## src/rtl/tcd_pkg.sv

```systemverilog
// Shared types and decoders for the chunk deframer.
// Used by tcd_front, tcd_fifo, tcd_back and tcp_chunk_deframer.
package tcd_pkg;

	localparam int unsigned HDR_BYTES = 8;
	localparam logic [31:0] MIN_CHUNK = 32'd16;
	localparam logic [31:0] RBUF_RESET = 32'd65535;

	typedef enum logic [2:0] {
		ST_OK       = 3'd0,
		ST_TOO_BIG  = 3'd1,
		ST_TOO_SMALL = 3'd2,
		ST_BAD_MSG  = 3'd3,
		ST_BAD_CHUNK = 3'd4,
		ST_CLOSED   = 3'd5
	} status_t;

	localparam logic [2:0] MK_MSG = 3'd0;
	localparam logic [2:0] MK_ERR = 3'd1;
	localparam logic [2:0] MK_OPN = 3'd2;
	localparam logic [2:0] MK_HEL = 3'd3;
	localparam logic [2:0] MK_ACK = 3'd4;
	localparam logic [2:0] MK_CLO = 3'd5;
	localparam logic [2:0] MK_BAD = 3'd6;

	localparam logic [1:0] CK_FINAL = 2'd0;
	localparam logic [1:0] CK_INTER = 2'd1;
	localparam logic [1:0] CK_ABORT = 2'd2;
	localparam logic [1:0] CK_BAD   = 2'd3;

	// one result word, as it travels from front to back
	typedef struct packed {
		logic [7:0]  out_byte;
		logic [31:0] chunk_offset;
		logic [2:0]  msg_kind;
		logic [1:0]  chunk_kind;
		logic        header_done;
		logic        chunk_last;
		status_t     status;
	} result_t;

	// queue occupancy seen by the front and back
	typedef struct packed {
		logic full;
		logic empty;
	} qstat_t;

	// three ASCII bytes, first byte lowest
	function automatic logic [2:0] msg_code(input logic [23:0] name);
		logic [2:0] code;
		unique case (name)
			24'h47534D: code = MK_MSG;
			24'h525245: code = MK_ERR;
			24'h4E504F: code = MK_OPN;
			24'h4C4548: code = MK_HEL;
			24'h4B4341: code = MK_ACK;
			24'h4F4C43: code = MK_CLO;
			default:    code = MK_BAD;
		endcase
		return code;
	endfunction

	function automatic logic [1:0] chunk_code(input logic [7:0] c);
		logic [1:0] code;
		unique case (c)
			8'h46:   code = CK_FINAL;
			8'h43:   code = CK_INTER;
			8'h41:   code = CK_ABORT;
			default: code = CK_BAD;
		endcase
		return code;
	endfunction

endpackage

```

## src/rtl/tcd_front.sv

```systemverilog
// Front end: accepts received bytes, tracks the chunk header and position,
// checks the header and builds one result word per byte. Depends on tcd_pkg.
module tcd_front (
	input  logic              clk,
	input  logic              arst_n,
	input  logic              in_valid,
	output logic              in_ready,
	input  logic [7:0]        in_byte,
	input  logic              cfg_valid,
	output logic              cfg_ready,
	input  logic [31:0]       cfg_data,
	input  tcd_pkg::qstat_t   qstat,
	output logic              push,
	output tcd_pkg::result_t  push_data
);

	logic [31:0] rbuf_size_q;
	logic [31:0] type_q;
	logic [23:0] size_lo_q;
	logic [31:0] chunk_size_q;
	logic [31:0] count_q;
	logic        closed_q;
	logic [2:0]  mk_q;
	logic [1:0]  ck_q;

	logic        in_hdr;
	logic        hdr_end;
	logic [31:0] size_full;
	logic [2:0]  mk_new;
	logic [1:0]  ck_new;
	tcd_pkg::status_t st_new;
	logic [32:0] next_pos;
	logic        body_last;
	logic        accept;

	assign in_ready  = !qstat.full;
	assign cfg_ready = 1'b1;
	assign accept    = in_valid && in_ready;
	assign push      = accept;

	assign in_hdr    = (count_q[31:3] == 29'd0);
	assign hdr_end   = in_hdr && (count_q[2:0] == 3'd7);
	assign size_full = {in_byte, size_lo_q};
	assign mk_new    = tcd_pkg::msg_code(type_q[23:0]);
	assign ck_new    = tcd_pkg::chunk_code(type_q[31:24]);
	assign next_pos  = {1'b0, count_q} + 33'd1;
	assign body_last = (next_pos >= {1'b0, chunk_size_q});

	// checks in priority order
	always_comb begin
		if (size_full > rbuf_size_q) begin
			st_new = tcd_pkg::ST_TOO_BIG;
		end else if (size_full < tcd_pkg::MIN_CHUNK) begin
			st_new = tcd_pkg::ST_TOO_SMALL;
		end else if (mk_new == tcd_pkg::MK_BAD) begin
			st_new = tcd_pkg::ST_BAD_MSG;
		end else if (ck_new == tcd_pkg::CK_BAD) begin
			st_new = tcd_pkg::ST_BAD_CHUNK;
		end else begin
			st_new = tcd_pkg::ST_OK;
		end
	end

	always_comb begin
		push_data = '0;
		if (closed_q) begin
			push_data.status = tcd_pkg::ST_CLOSED;
		end else if (hdr_end) begin
			push_data.out_byte     = in_byte;
			push_data.chunk_offset = count_q;
			push_data.status       = st_new;
			if (st_new == tcd_pkg::ST_OK) begin
				push_data.msg_kind    = mk_new;
				push_data.chunk_kind  = ck_new;
				push_data.header_done = 1'b1;
			end
		end else if (in_hdr) begin
			push_data.out_byte     = in_byte;
			push_data.chunk_offset = count_q;
		end else begin
			push_data.out_byte     = in_byte;
			push_data.chunk_offset = count_q;
			push_data.msg_kind     = mk_q;
			push_data.chunk_kind   = ck_q;
			push_data.chunk_last   = body_last;
		end
	end

	always_ff @(posedge clk or negedge arst_n) begin
		if (!arst_n) begin
			rbuf_size_q <= tcd_pkg::RBUF_RESET;
			count_q     <= '0;
			closed_q    <= 1'b0;
		end else begin
			if (cfg_valid && cfg_ready) begin
				rbuf_size_q <= cfg_data;
			end
			if (accept && !closed_q) begin
				if (hdr_end) begin
					if (st_new == tcd_pkg::ST_OK) begin
						count_q <= next_pos[31:0];
					end else begin
						// drop the partial chunk and shut down
						count_q  <= '0;
						closed_q <= 1'b1;
					end
				end else if (!in_hdr && body_last) begin
					count_q <= '0;
				end else begin
					count_q <= next_pos[31:0];
				end
			end
		end
	end

	// header fields; every byte is rewritten before use in the next chunk
	always_ff @(posedge clk) begin
		if (accept && !closed_q && in_hdr) begin
			case (count_q[2:0])
				3'd0:    type_q[7:0]     <= in_byte;
				3'd1:    type_q[15:8]    <= in_byte;
				3'd2:    type_q[23:16]   <= in_byte;
				3'd3:    type_q[31:24]   <= in_byte;
				3'd4:    size_lo_q[7:0]  <= in_byte;
				3'd5:    size_lo_q[15:8] <= in_byte;
				3'd6:    size_lo_q[23:16] <= in_byte;
				default: begin
					chunk_size_q <= size_full;
					mk_q         <= mk_new;
					ck_q         <= ck_new;
				end
			endcase
		end
	end

endmodule

```

## src/rtl/tcd_fifo.sv

```systemverilog
// Two-entry queue of result words between the front and back ends.
// Depends on tcd_pkg.
module tcd_fifo (
	input  logic              clk,
	input  logic              arst_n,
	input  logic              push,
	input  tcd_pkg::result_t  push_data,
	input  logic              pop,
	output tcd_pkg::result_t  pop_data,
	output tcd_pkg::qstat_t   qstat
);

	tcd_pkg::result_t mem_q [2];
	logic       wr_ptr_q;
	logic       rd_ptr_q;
	logic [1:0] level_q;

	assign qstat.full  = (level_q == 2'd2);
	assign qstat.empty = (level_q == 2'd0);
	assign pop_data    = mem_q[rd_ptr_q];

	always_ff @(posedge clk) begin
		if (push) begin
			mem_q[wr_ptr_q] <= push_data;
		end
	end

	always_ff @(posedge clk or negedge arst_n) begin
		if (!arst_n) begin
			wr_ptr_q <= 1'b0;
			rd_ptr_q <= 1'b0;
			level_q  <= '0;
		end else begin
			if (push) begin
				wr_ptr_q <= !wr_ptr_q;
			end
			if (pop) begin
				rd_ptr_q <= !rd_ptr_q;
			end
			case ({push, pop})
				2'b10:   level_q <= level_q + 2'd1;
				2'b01:   level_q <= level_q - 2'd1;
				default: level_q <= level_q;
			endcase
		end
	end

endmodule

```

## src/rtl/tcd_back.sv

```systemverilog
// Back end: drains the queue into the output register and packs the
// result word onto the master stream. Depends on tcd_pkg.
module tcd_back (
	input  logic              clk,
	input  logic              arst_n,
	input  tcd_pkg::qstat_t   qstat,
	input  tcd_pkg::result_t  pop_data,
	output logic              pop,
	output logic              m_axis_tvalid,
	input  logic              m_axis_tready,
	output logic [39:0]       m_axis_tdata,
	output logic              m_axis_tlast,
	output logic [8:0]        m_axis_tuser
);

	tcd_pkg::result_t out_q;
	logic             valid_q;

	// refill whenever the register is free or being taken
	assign pop = !qstat.empty && (!valid_q || m_axis_tready);

	always_ff @(posedge clk or negedge arst_n) begin
		if (!arst_n) begin
			valid_q <= 1'b0;
		end else if (pop) begin
			valid_q <= 1'b1;
		end else if (m_axis_tready) begin
			valid_q <= 1'b0;
		end
	end

	always_ff @(posedge clk) begin
		if (pop) begin
			out_q <= pop_data;
		end
	end

	assign m_axis_tvalid = valid_q;
	assign m_axis_tdata  = {out_q.chunk_offset, out_q.out_byte};
	assign m_axis_tlast  = out_q.chunk_last;
	assign m_axis_tuser  = {out_q.status, out_q.header_done, out_q.chunk_kind, out_q.msg_kind};

endmodule

```

## src/rtl/tcp_chunk_deframer.sv

```systemverilog
// Chunk deframer top level: joins front end, result queue and back end.
// Depends on tcd_pkg, tcd_front, tcd_fifo and tcd_back.
//
// Usage: received connection bytes enter s_axis one per cycle while ready.
// Each word leaves on m_axis with its offset in the chunk, the message and
// chunk kinds (valid from the eighth header byte), a header-done flag on the
// eighth byte of a good header, a status code, and tlast on the final byte
// of a chunk. A failed header check reports its status on that byte, drops
// the chunk and closes the block: every later word comes out with status
// closed and zero fields until reset.
// cfg_valid/cfg_data write the largest chunk size accepted (65535 after
// reset); write it only while no word is in flight.
// An accepted word is written into the queue, then moved into the output
// register, where it waits on m_axis until the receiver takes it.
// Throughput: one word per cycle unless m_axis stalls. The header checks and
// end-of-chunk compare settle in the front end within the accepting cycle.
// A two-word queue and the output register separate the sides, so input
// is taken while a result waits; s_axis_tready drops only when the queue is
// full under a stalled receiver. Reset clears counters, the closed flag and
// all valids.
module tcp_chunk_deframer (
	input  logic        clk,
	input  logic        arst_n,
	input  logic        s_axis_tvalid,
	output logic        s_axis_tready,
	input  logic [7:0]  s_axis_tdata,   // [7:0] rx_byte
	input  logic        cfg_valid,
	output logic        cfg_ready,
	input  logic [31:0] cfg_data,       // recv_buffer_size
	output logic        m_axis_tvalid,
	input  logic        m_axis_tready,
	output logic [39:0] m_axis_tdata,   // [7:0] out_byte, [39:8] chunk_offset
	output logic        m_axis_tlast,   // chunk_last
	output logic [8:0]  m_axis_tuser    // [2:0] msg_kind, [4:3] chunk_kind,
	                                    // [5] header_done, [8:6] status
);

	tcd_pkg::qstat_t  qstat;
	tcd_pkg::result_t push_data;
	tcd_pkg::result_t pop_data;
	logic             push;
	logic             pop;

	tcd_front u_front (
		.clk       (clk),
		.arst_n    (arst_n),
		.in_valid  (s_axis_tvalid),
		.in_ready  (s_axis_tready),
		.in_byte   (s_axis_tdata),
		.cfg_valid (cfg_valid),
		.cfg_ready (cfg_ready),
		.cfg_data  (cfg_data),
		.qstat     (qstat),
		.push      (push),
		.push_data (push_data)
	);

	tcd_fifo u_fifo (
		.clk       (clk),
		.arst_n    (arst_n),
		.push      (push),
		.push_data (push_data),
		.pop       (pop),
		.pop_data  (pop_data),
		.qstat     (qstat)
	);

	tcd_back u_back (
		.clk           (clk),
		.arst_n        (arst_n),
		.qstat         (qstat),
		.pop_data      (pop_data),
		.pop           (pop),
		.m_axis_tvalid (m_axis_tvalid),
		.m_axis_tready (m_axis_tready),
		.m_axis_tdata  (m_axis_tdata),
		.m_axis_tlast  (m_axis_tlast),
		.m_axis_tuser  (m_axis_tuser)
	);

endmodule
```

## config.mk

```make
export PLATFORM = sky130hd
export DESIGN_NAME = tcp_chunk_deframer
export DESIGN_NICKNAME = d
export VERILOG_FILES = /design/src/rtl/tcd_pkg.sv /design/src/rtl/tcd_front.sv /design/src/rtl/tcd_fifo.sv /design/src/rtl/tcd_back.sv /design/src/rtl/tcp_chunk_deframer.sv
export SDC_FILE = /design/constraint.sdc
export NUM_CORES = 1
export LEC_CHECK = 0
export BUFFER_PORTS_ARGS = -buffer_cell sky130_fd_sc_hd__clkbuf_2
export CORE_UTILIZATION = 40
export DETAILED_ROUTE_END_ITERATION = 8
export PLACE_DENSITY = 0.64
export SLEW_MARGIN = 20
export SYNTH_ARGS = -nofsm -noshare
export SYNTH_HDL_FRONTEND = slang
export SYNTH_SLANG_ARGS = --single-unit
```

## constraint.sdc

```tcl
create_clock -name clk -period 10.6 [get_ports clk]
set_input_delay 0.53 -clock clk [delete_from_list [all_inputs] [get_ports clk]]
set_output_delay 0.53 -clock clk [all_outputs]
set_load 0.02 [all_outputs]
```

### Word level (Yosys, flattened, before mapping)

Memories as Yosys holds them, arrays and structs flattened. A register that Yosys moved wholly into a read port is not among the register bits.
Cells that the tools add are included.

* register bits after elaboration: 163
* memory bits (writable): 100
* input bits: 45
* output and inout bits: 53
* memories kept: 1

Memories
* u_fifo.mem_q: depth 2, width 50, read ports 1, clocked after memory_dff 1, write ports 1, RTL line tcd_fifo.sv:13 `tcd_pkg::result_t mem_q [2];`

* $add $sub $neg: 3
* order comparisons: 3
* equal/unequal tests: 21
* multiplexer cells: 23
* bitwise operators: 2
* reduce and logical (&&, ||, !) cells: 30

Operators by type and width (number)
* equality test 24 x 23 -> 1 bit, second input constant: 6
* two-way mux 32 bit: 3
* two-way mux 47 bit: 1
* adder 32 x 1 -> 33 bit, second input constant: 1
* >= comparator 33 x 32 -> 1 bit: 1
* greater-than comparator 32 bit: 1
* less-than comparator 32 x 5 -> 1 bit, second input constant: 1
* logical NOT 29 bit: 1
* equality test 8 x 7 -> 1 bit, second input constant: 3
* two-way mux 3 bit: 6
* one-hot mux 3 bit (6 select lines): 1
* AND reduction 2 bit: 8
* equality test 3 bit, second input constant: 5
* two-way mux 5 bit: 2
* logical NOT 1 bit: 7
* two-way mux 1 bit: 7
* OR reduction 7 bit: 1
* equality test 2 bit, second input constant: 3
* equality test 3 x 2 -> 1 bit, second input constant: 2
* logical AND 1 bit: 6
* logical NOT 3 bit: 2
* two-way mux 6 bit: 1
* one-hot mux 2 bit (3 select lines): 1
* one-hot mux 2 bit (2 select lines): 1
* 9 further kinds: 11

### Logic depth before layout (Yosys ltp)

Gate-level depths: netlist (run 1).

* word-level depth: 11
* gate-level depth with buffers: 18
* depth with buffers taken out: 16

### By module

A second synthesis (run 1) with hierarchy kept.

* cells, all modules: 1075
* area total of the unflattened synthesis: 14257.4 sq um

By module, submodules not included
* tcd_front: times used 1, cells an instance 848, area each 8660.8 sq um, seq. area each 4439.3 sq um
* tcd_fifo: times used 1, cells an instance 172, area each 4045.1 sq um, seq. area each 3103.0 sq um
* tcd_back: times used 1, cells an instance 55, area each 1551.5 sq um, seq. area each 1526.5 sq um

### Worst setup path before layout (run 1)

No wires, ideal clock.

* path kind: in2reg
* from: input port m_axis_tready
* to: register u_fifo.level_q[1]
* data arrival time: 4.005 ns
* data required time: 10.521 ns
* setup slack: 6.516 ns
* stages: 5
* buffers on the path: 0
* cell sequence: inv_1 -> a21oi_1 -> ha_1 -> nor2_1 -> xor2_1

* cells in the longest elaborated chain, start to end: 4

RTL lines
* start: declaration: RTL line tcp_chunk_deframer.sv:31 `input logic m_axis_tready,`
* logical OR 1 bit (*): RTL line tcd_back.sv:20 `assign pop = !qstat.empty && (!valid_q || m_axis_tready);`
* logical AND 1 bit (*): RTL line tcd_back.sv:20
* net pop: RTL line tcp_chunk_deframer.sv:42 `logic pop;`
* equality test 2 x 1 -> 1 bit or equality test 2 bit (tied branches): RTL line tcd_fifo.sv:40 `case ({push, pop})`
* one-hot mux 2 bit (2 select lines) or nonzero test 2 bit (tied branches)
* end signal: assignment: RTL line tcd_fifo.sv:41 `2'b10: level_q <= level_q + 2'd1;`
* end signal: assignment: RTL line tcd_fifo.sv:42 `2'b01: level_q <= level_q - 2'd1;`
* end signal: assignment: RTL line tcd_fifo.sv:43 `default: level_q <= level_q;`
* end: declaration: RTL line tcd_fifo.sv:16 `logic [1:0] level_q;`

Mark *: on every way through the listed nets, which the timed path passes. The rest lies on a longest branch.
A chain may end at the register's enable or synchronous reset.

### Worst setup path in the final report (run 1)

* from: register u_front.count_q[3]
* to: register u_front.count_q[27]

* cells in the longest elaborated chain, start to end: 5

RTL lines
* start: declaration: RTL line tcd_front.sv:21 `logic [31:0] count_q;`
* start signal: assignment: RTL line tcd_front.sv:101 `count_q <= next_pos[31:0];`
* start signal: assignment: RTL line tcd_front.sv:110 `count_q <= next_pos[31:0];`
* adder 32 x 1 -> 33 bit or logical NOT 29 bit (tied branches): RTL line tcd_front.sv:46, tcd_front.sv:41
* >= comparator 33 x 32 -> 1 bit or logical NOT 1 bit (tied branches): RTL line tcd_front.sv:47, tcd_front.sv:107
* logical AND 1 bit: RTL line tcd_front.sv:107 `end else if (!in_hdr && body_last) begin`
* two-way mux 32 bit: RTL line tcd_front.sv:107
* two-way mux 32 bit (*): RTL line tcd_front.sv:99 `if (hdr_end) begin`

Every way passes the cells marked *; elsewhere a longest branch is shown, timed or not.

==> results.py, run 1 <==
metrics = {
    "status": {
        "outcome": "finished clean",
    },
    "timing": {
        "rsz0062_at_grt": "false",
        "slew_viol_final": 0,
        "fin_crit_ps": 4400,
        "final-setup-viol-count": 0,
        "relSlewSlack": 0.369,
        "finalCritPeriodShare": 0.415,
        "clock.fmax_ghz": 0.227,
        "clock_skew_ps": 26.2,
        "tns_ps": 0,
        "finalHoldViolCount": 0,
        "worst_pin_slew_ps": 946,
    },
    "power_and_ir_drop": {
        "cellLeakagePower_uw": 0.00641,
        "powerDensity_nw_per_um2": 218,
        "peakVddDrop_mv": 0.152,
    },
    "synthesis": {
        "synth_enable_flop_cells": 243,
        "ys.flop_type": "edfxtp_1",
        "synth_largest_area_cell": "edfxtp_1",
        "synth_nets": 1160,
        "syn_inst": 1044,
        "yosysWarnings": 0,
        "ys_top_cells_by_area": "edfxtp_1 (53%), dfrtp_1 (9.7%), ha_1 (6.4%), mux2_2 (4.2%), dfstp_2 (3.0%)",
        "syn_area_um2": 13900,
        "async_flop_share": 0.224,
        "ys_seq_elements": 313,
        "netlist-cell-type-count": 56,
        "yosysSeqAreaShare": 0.653,
        "yosysTopAreaCellShare": 0.526,
        "syn_avg_cell_area_um2": 13.3,
    },
    "place": {
        "gp_congestion": 0.874,
        "io_buffers": 96,
        "dpl.hpwl_mm": 18.6,
        "dp_cells": 1560,
        "dpl_cell_area_um2": 14900,
    },
    "global_route": {
        "grt_max_degree": 71,
        "grt_pass1_vias": 8297,
        "grt_pass1_wl_mm": 44.6,
        "overflow": 0,
        "antenna_found_initial": 0,
        "grt_usage": 0.158,
    },
    "clock_tree": {
        "cts-buffers-inserted": 35,
        "tritoncts_num_sinks": 313,
        "root_buffer": "clkbuf_16",
        "ctsResizeCount": 0,
        "htreeDepth": 2,
        "clk_pin_slew_ps": 60,
        "hold_buffers": 0,
        "clk_latency_ps": 520,
        "cts_tree": "built",
        "cts_setup_buffers": 0,
        "clock_path_buffers": 3,
    },
    "detailed_routing": {
        "finalWirelength_mm": 27.4,
        "postRouteAntennaNets": 0,
        "vias": 8360,
        "drt_first_pass_iters": 7,
        "avgViaCountPerCell": 5.15,
        "drc": 0,
        "first_iter_violations": 572,
        "routedWlPerCell_um": 16.9,
    },
    "layout": {
        "nNetsFinal": 1265,
        "area_delta_synth_final_pct": 15.5,
        "seqCellArea_um2": 9070,
        "fillers": 3005,
        "n_antenna_cell": 0,
        "multi_input_area_um2": 4410,
        "final_area_um2": 16000,
        "drive_gt1_frac": 0.202,
        "fin_cells": 1624,
    },
    "floorplan": {
        "start_util": 0.410,
        "ioPinCount": 98,
        "die_h_um": 188,
        "dieWidth_um": 188,
        "core_area_um2": 33900,
        "dieArea_um2": 35500,
        "rows": 67,
    },
    "setup_path": {
        "r2r_slack_ps": 6200,
        "worst_ep_arrival_time_ps": 4810,
        "cp_max_fo": 19,
        "critPathRequiredTime_ps": 11010,
        "cp-start-kind": "register",
        "path_class": "reg -> reg",
        "endpoint_kind": "register",
    },
    "flow_run": {
        "maxCapViolations": 0,
    },
    "min_path": {
        "min_path_type": "in -> reg",
    },
}
-- cells by family (layout without fill, tap and decap cells) --
family,after synthesis,after routing,share of synthesized area
buffers and inverters,110,242,0.0304
multiplexers,52,52,0.0422
adder cells (fa/ha/maj),71,71,0.0640
AO/OA/AOI/OAI,143,143,0.0639
flip-flops,313,313,0.653
other,1,1,0.000270
XOR/XNOR,35,35,0.0221
AND/OR/NAND/NOR,319,319,0.124
-- critical path, cell delays in order, from the launching register on --
cell	delay, ps
dfrtp_1	510
nand3_2	210
nor4_2	520
and2_1	220
and3_1	200
nand4_1	230
xnor2_1	200
ha_1	310
nand4_1	160
nor4_1	500
nand4_1	170
o211a_1	160
a2bb2oi_1	150
nand2_1	480
nand3b_1	190
nand3_1	80
-- synth_stat cells (all sizes together), types with 3 or more instances --
cell type / number
edfxtp: 243
nor2b: 43
nor2: 33
xnor2: 21
dfstp: 16
nor4bb: 5
a21o: 5
nand4: 19
nor3: 12
mux2: 52
and4: 10
xor2: 14
a221oi: 4
and3: 24
dfrtp: 54
nand2: 104
or3: 3
buf: 11
nand3: 24
o21ai: 70
a22o: 14
clkbuf: 25
inv: 74
a21oi: 30
ha: 71
nor4: 21
and2: 7
-- report_power, final --
group | total [µW] | internal, µW | switching, µW
combinational | 631 | 225 | 407
sequential | 1650 | 1570 | 78.4
clock | 1220 | 741 | 477
-- layout by cell type, fill, tap and decap left out, types with 22 or more instances in the layout --
master and count:
clkbuf_16 36, mux2_2 52, o21ai_0 70, inv_1 74, edfxtp_1 243, nor2_1 31
dfrtp_1 53, and3_1 23, a21oi_1 29, nor2b_1 43, clkbuf_2 95, ha_1 71
nand3_1 22, nand2_1 104
-- flip-flops by register name, summed over array words and instances (netlist names) --
signal,flops
u_back.m_axis_tvalid,1
u_front.count_q,32
u_front.mk_q,3
u_front.closed_q,1
u_fifo.wr_ptr_q,1
u_fifo.mem_q,100
u_front.chunk_size_q,32
u_fifo.level_q,2
u_back.m_axis_tuser,9
u_fifo.rd_ptr_q,1
u_front.size_lo_q,24
u_front.rbuf_size_q,32
u_front.type_q,32
u_back.m_axis_tlast,1
u_front.ck_q,2
u_back.m_axis_tdata,40
-- final timing paths --
path                                    start                       to  cells after the start
setup / recovery           u_front.count_q[3]      u_front.count_q[27]                     15
min in group asynchronous              arst_n  u_front.rbuf_size_q[21]                      2
hold / removal                  m_axis_tready     u_back.m_axis_tvalid                      2
setup reg to reg           u_front.count_q[3]      u_front.count_q[27]                     15
max in group asynchronous              arst_n          u_fifo.rd_ptr_q                      2
hold reg to reg             u_fifo.level_q[1]        u_fifo.level_q[1]                      1
-- layout make-up --
cell class	count	share of cell area
timing repair buffer	104	0.0337
clock inverter	16	0.0130
inverter	74	0.0173
multi-input combinational	621	0.275
tap	448	0.0350
clock buffer	48	0.0602
sequential	313	0.566
-- stage by stage --
stage | setup slack, ps | hold WS (ps) | utilization | total power (µW)
2_1_floorplan | 6520 | 234 | - | 2100
3_3_place_gp | 6380 | 468 | 0.439 | 2300
3_5_place_dp | 6210 | 469 | 0.439 | 2310
4_1_cts | 6180 | 199 | 0.474 | 3540
5_1_grt | 5690 | 214 | 0.474 | 3660
6_report | 6200 | 218 | 0.474 | 3500
-- per-layer routing --
metal	wire length (µm)	global-route usage	vias up
li1	-	-	4050
met1	13300	0.231	4000
met2	11700	0.234	255
met3	1670	0.0313	55
met4	791	0.0561	0
met5	0	0	-
Power figures use the tool's default switching activity.
==> run 2: changes to the inputs <==
ABC_AREA = 1   (was unset)
clock period = 4.3 ns   (was 10.6 ns; I/O delays follow)
==> run 2 against run 1 <==
  * Combinational power is 150% higher
  * Hold slack lost 100 ps
  * Cell area increased by 5.9%
  * Synthesized cell count rose by 30%
  * Maximum frequency increased by 23%
  * Worst setup slack got worse by 5500 ps
  * Sequential power rose to 2.5 times the previous value
  * Clock power rose to 2.5 times the previous value
  * Total power grew to 2.5 times the previous value
  * Critical endpoint is now u_fifo.mem_q[1][3]
  * Critical path type unchanged
  * Core utilization is 0.40 points higher
==> results.py, run 2 <==
metrics = {
    "min_path": {
        "min-delay-start": "s_axis_tdata[6]",
        "whs_endpoint": "u_front.type_q[22]",
        "hold_depth": 1,
        "min_path_type": "in -> reg",
    },
    "timing": {
        "tns_ps": 0,
        "fin_crit_ps": 3590,
        "rsz0062_at_grt": "false",
        "finalCritPeriodShare": 0.836,
        "slew_viol_final": 0,
        "clock_skew_ps": 21.0,
        "worst_pin_slew_ps": 961,
        "relSlewSlack": 0.358,
        "finalHoldViolCount": 0,
        "clock.fmax_ghz": 0.278,
        "final-setup-viol-count": 0,
    },
    "synthesis": {
        "netlist-cell-type-count": 47,
        "yosysWarnings": 0,
        "synth_largest_area_cell": "edfxtp_1",
        "async_flop_share": 0.224,
        "syn_avg_cell_area_um2": 10.7,
        "ys_top_cells_by_area": "edfxtp_1 (51%), nand2_1 (10%), dfrtp_1 (9.4%), ha_1 (6.2%), inv_1 (4.1%)",
        "yosysTopAreaCellShare": 0.505,
        "synthTopCellsByCount": "nand2_1 (388), edfxtp_1 (243), inv_1 (159), nor2_1 (122), ha_1 (71)",
        "syn_inst": 1354,
        "yosysSeqAreaShare": 0.628,
        "syn_area_um2": 14400,
        "yosysMostFrequentCell": "nand2_1",
        "ys.flop_type": "edfxtp_1",
        "ys_seq_elements": 313,
        "synth_nets": 1470,
        "synth_enable_flop_cells": 243,
    },
    "clock_tree": {
        "cts-buffers-inserted": 35,
        "tritoncts_num_sinks": 313,
        "htreeDepth": 2,
        "cts_setup_buffers": 0,
        "cts_tree": "built",
        "clk_latency_ps": 530,
        "root_buffer": "clkbuf_16",
        "clock_path_buffers": 3,
        "ctsResizeCount": 0,
        "clk_pin_slew_ps": 60,
    },
    "floorplan": {
        "start_util": 0.406,
        "die_h_um": 192,
        "dieArea_um2": 36900,
        "core_area_um2": 35600,
        "dieWidth_um": 192,
        "rows": 69,
        "ioPinCount": 98,
    },
    "setup_path": {
        "worst_ep_arrival_time_ps": 3860,
        "cp-start-kind": "register",
        "worst_r2r_endpoint": "u_fifo.mem_q[1][3]",
        "path_class": "reg -> reg",
        "critPathRequiredTime_ps": 4570,
        "cp_max_fo": 33,
        "path_delay_family": "simple AND/OR/NAND/NOR gates",
        "reg2reg_depth": 24,
        "cpPeakStageDelay_ps": 490,
        "critPathBufInv": 2,
        "crit_path_top_delay_cell": "dfrtp_1",
        "endpoint_kind": "register",
        "critical_path.most_common_cell": "nand2_1",
        "r2r_slack_ps": 710,
        "r2r-start": "u_front.count_q[0]",
        "path_cells": "ha_1 -> nand2_2 -> nor2_4 -> nand3b_1 -> nor3_1 -> xor2_1 -> inv_1 -> ha_1 -> nand2_1 -> inv_1 -> nand2_1 -> nand2_1 -> nand2_1 -> nand2_1 -> nor2_1 -> nand2_1 -> nand2_1 -> nand2_1 -> nand2_1 -> nand2_1 -> nand2_1 -> nand2_2 -> nand2_4 -> nor2_2",
    },
    "detailed_routing": {
        "finalWirelength_mm": 28.6,
        "postRouteAntennaNets": 0,
        "drc": 0,
        "vias": 9378,
        "avgViaCountPerCell": 4.73,
        "routedWlPerCell_um": 14.4,
        "first_iter_violations": 554,
        "drt_first_pass_iters": 5,
    },
    "layout": {
        "nNetsFinal": 1611,
        "n_antenna_cell": 0,
        "largest_register_ffs": 100,
        "final_cell_mix": "nand2_1 (388), edfxtp_1 (243), inv_1 (159)",
        "seqCellArea_um2": 9070,
        "fillers": 3270,
        "area_delta_synth_final_pct": 17.6,
        "drive_gt1_frac": 0.166,
        "final_area_um2": 17000,
        "multi_input_area_um2": 4600,
        "final_common_cell": "nand2_1",
        "top_register": "u_fifo.mem_q",
    },
    "global_route": {
        "grt_pass1_vias": 8963,
        "antenna_found_initial": 0,
        "grt_max_degree": 71,
        "grt_pass1_wl_mm": 46.2,
        "grt_usage": 0.160,
        "overflow": 0,
    },
    "flow_run": {
        "maxCapViolations": 0,
    },
    "status": {
        "outcome": "finished clean",
    },
    "power_and_ir_drop": {
        "cellLeakagePower_uw": 0.00730,
        "power_uw": 8790,
        "peakVddDrop_mv": 0.379,
        "powerDensity_nw_per_um2": 518,
    },
    "place": {
        "gp_congestion": 0.890,
        "dpl_cell_area_um2": 15400,
        "io_buffers": 96,
        "dpl.hpwl_mm": 20.4,
    },
}
## run 2: cell types whose count changed in the layout (fill, tap and decap cells not counted), sizes merged, moves of 10 or more
cell,delta
xnor2,-20
mux2,-51
dlygate4sd3,+34
inv,+97
nand2,+291
o21ai,-26
xor2,+11
nand3,+36
a22o,-14
and3,-23
nor2b,-42
and4,-10
nor2,+100
## run 2: final cells by class
type,instances,share of cell area
Clock buffer,40,0.0533
Clock inverter,24,0.0187
Inverter,169,0.0374
Multi-Input combinational cell,838,0.271
Sequential cell,313,0.534
Tap cell,461,0.0340
Timing Repair Buffer,138,0.0520
## run 2: layer usage
| metal | wire [µm] | vias to the layer above | global-route usage |
|---|---|---|---|
| li1 | - | 4759 | - |
| met1 | 13900 | 4343 | 0.225 |
| met2 | 12500 | 227 | 0.247 |
| met3 | 1390 | 49 | 0.0278 |
| met4 | 767 | 0 | 0.0554 |
| met5 | 0 | - | 0 |
## run 2: what timing repair did
action                                  4_1_cts  5_1_grt
endpoints found under the setup margin        0        0
hold buffers                                 34        0
endpoints found under the hold margin        87        0
## run 2: where the power goes
part	switching (µW)	internal, µW	leakage [µW]	total (µW)
registers	135	4000	0.00310	4130
logic	1130	426	0.00362	1550
clock network	1250	1860	0.000579	3110
total	2510	6280	0.00730	8790
## run 2: cells by family after synthesis
group,share of synthesized area
xor+xnor,0.0158
mux,0.000780
buf+inv,0.0559
compound gates,0.0306
fa+ha+maj,0.0615
simple gates,0.207
flops,0.628
other cells,0.000260
## run 2: worst max-delay path by stage
stage                               from                 end  slack, ps  depth (start not counted)
global route          u_front.count_q[0]  u_front.count_q[0]        330                         17
CTS                   u_front.count_q[0]  u_fifo.mem_q[0][3]        750                         18
finish                u_front.count_q[0]  u_fifo.mem_q[1][3]        710                         24
detailed placement    u_front.count_q[0]  u_fifo.mem_q[1][3]        770                         18
global placement      u_front.count_q[0]  u_fifo.mem_q[0][3]        840                         24
floorplan           u_back.m_axis_tvalid   u_fifo.level_q[1]         80                          7
## run 2: per-stage QoR
| step | setup WS [ps] | cells | hold slack (ps) | utilization |
|---|---|---|---|---|
| 6_report | 707 | 1983 | 118 | 0.477 |
| 5_1_grt | 333 | 1983 | 107 | 0.477 |
| 4_1_cts | 753 | 1983 | 107 | 0.477 |
| 3_5_place_dp | 768 | 1885 | 421 | 0.434 |
| 3_3_place_gp | 838 | 1885 | 414 | 0.434 |
| 2_1_floorplan | 83.3 | 1354 | -80.6 | - |
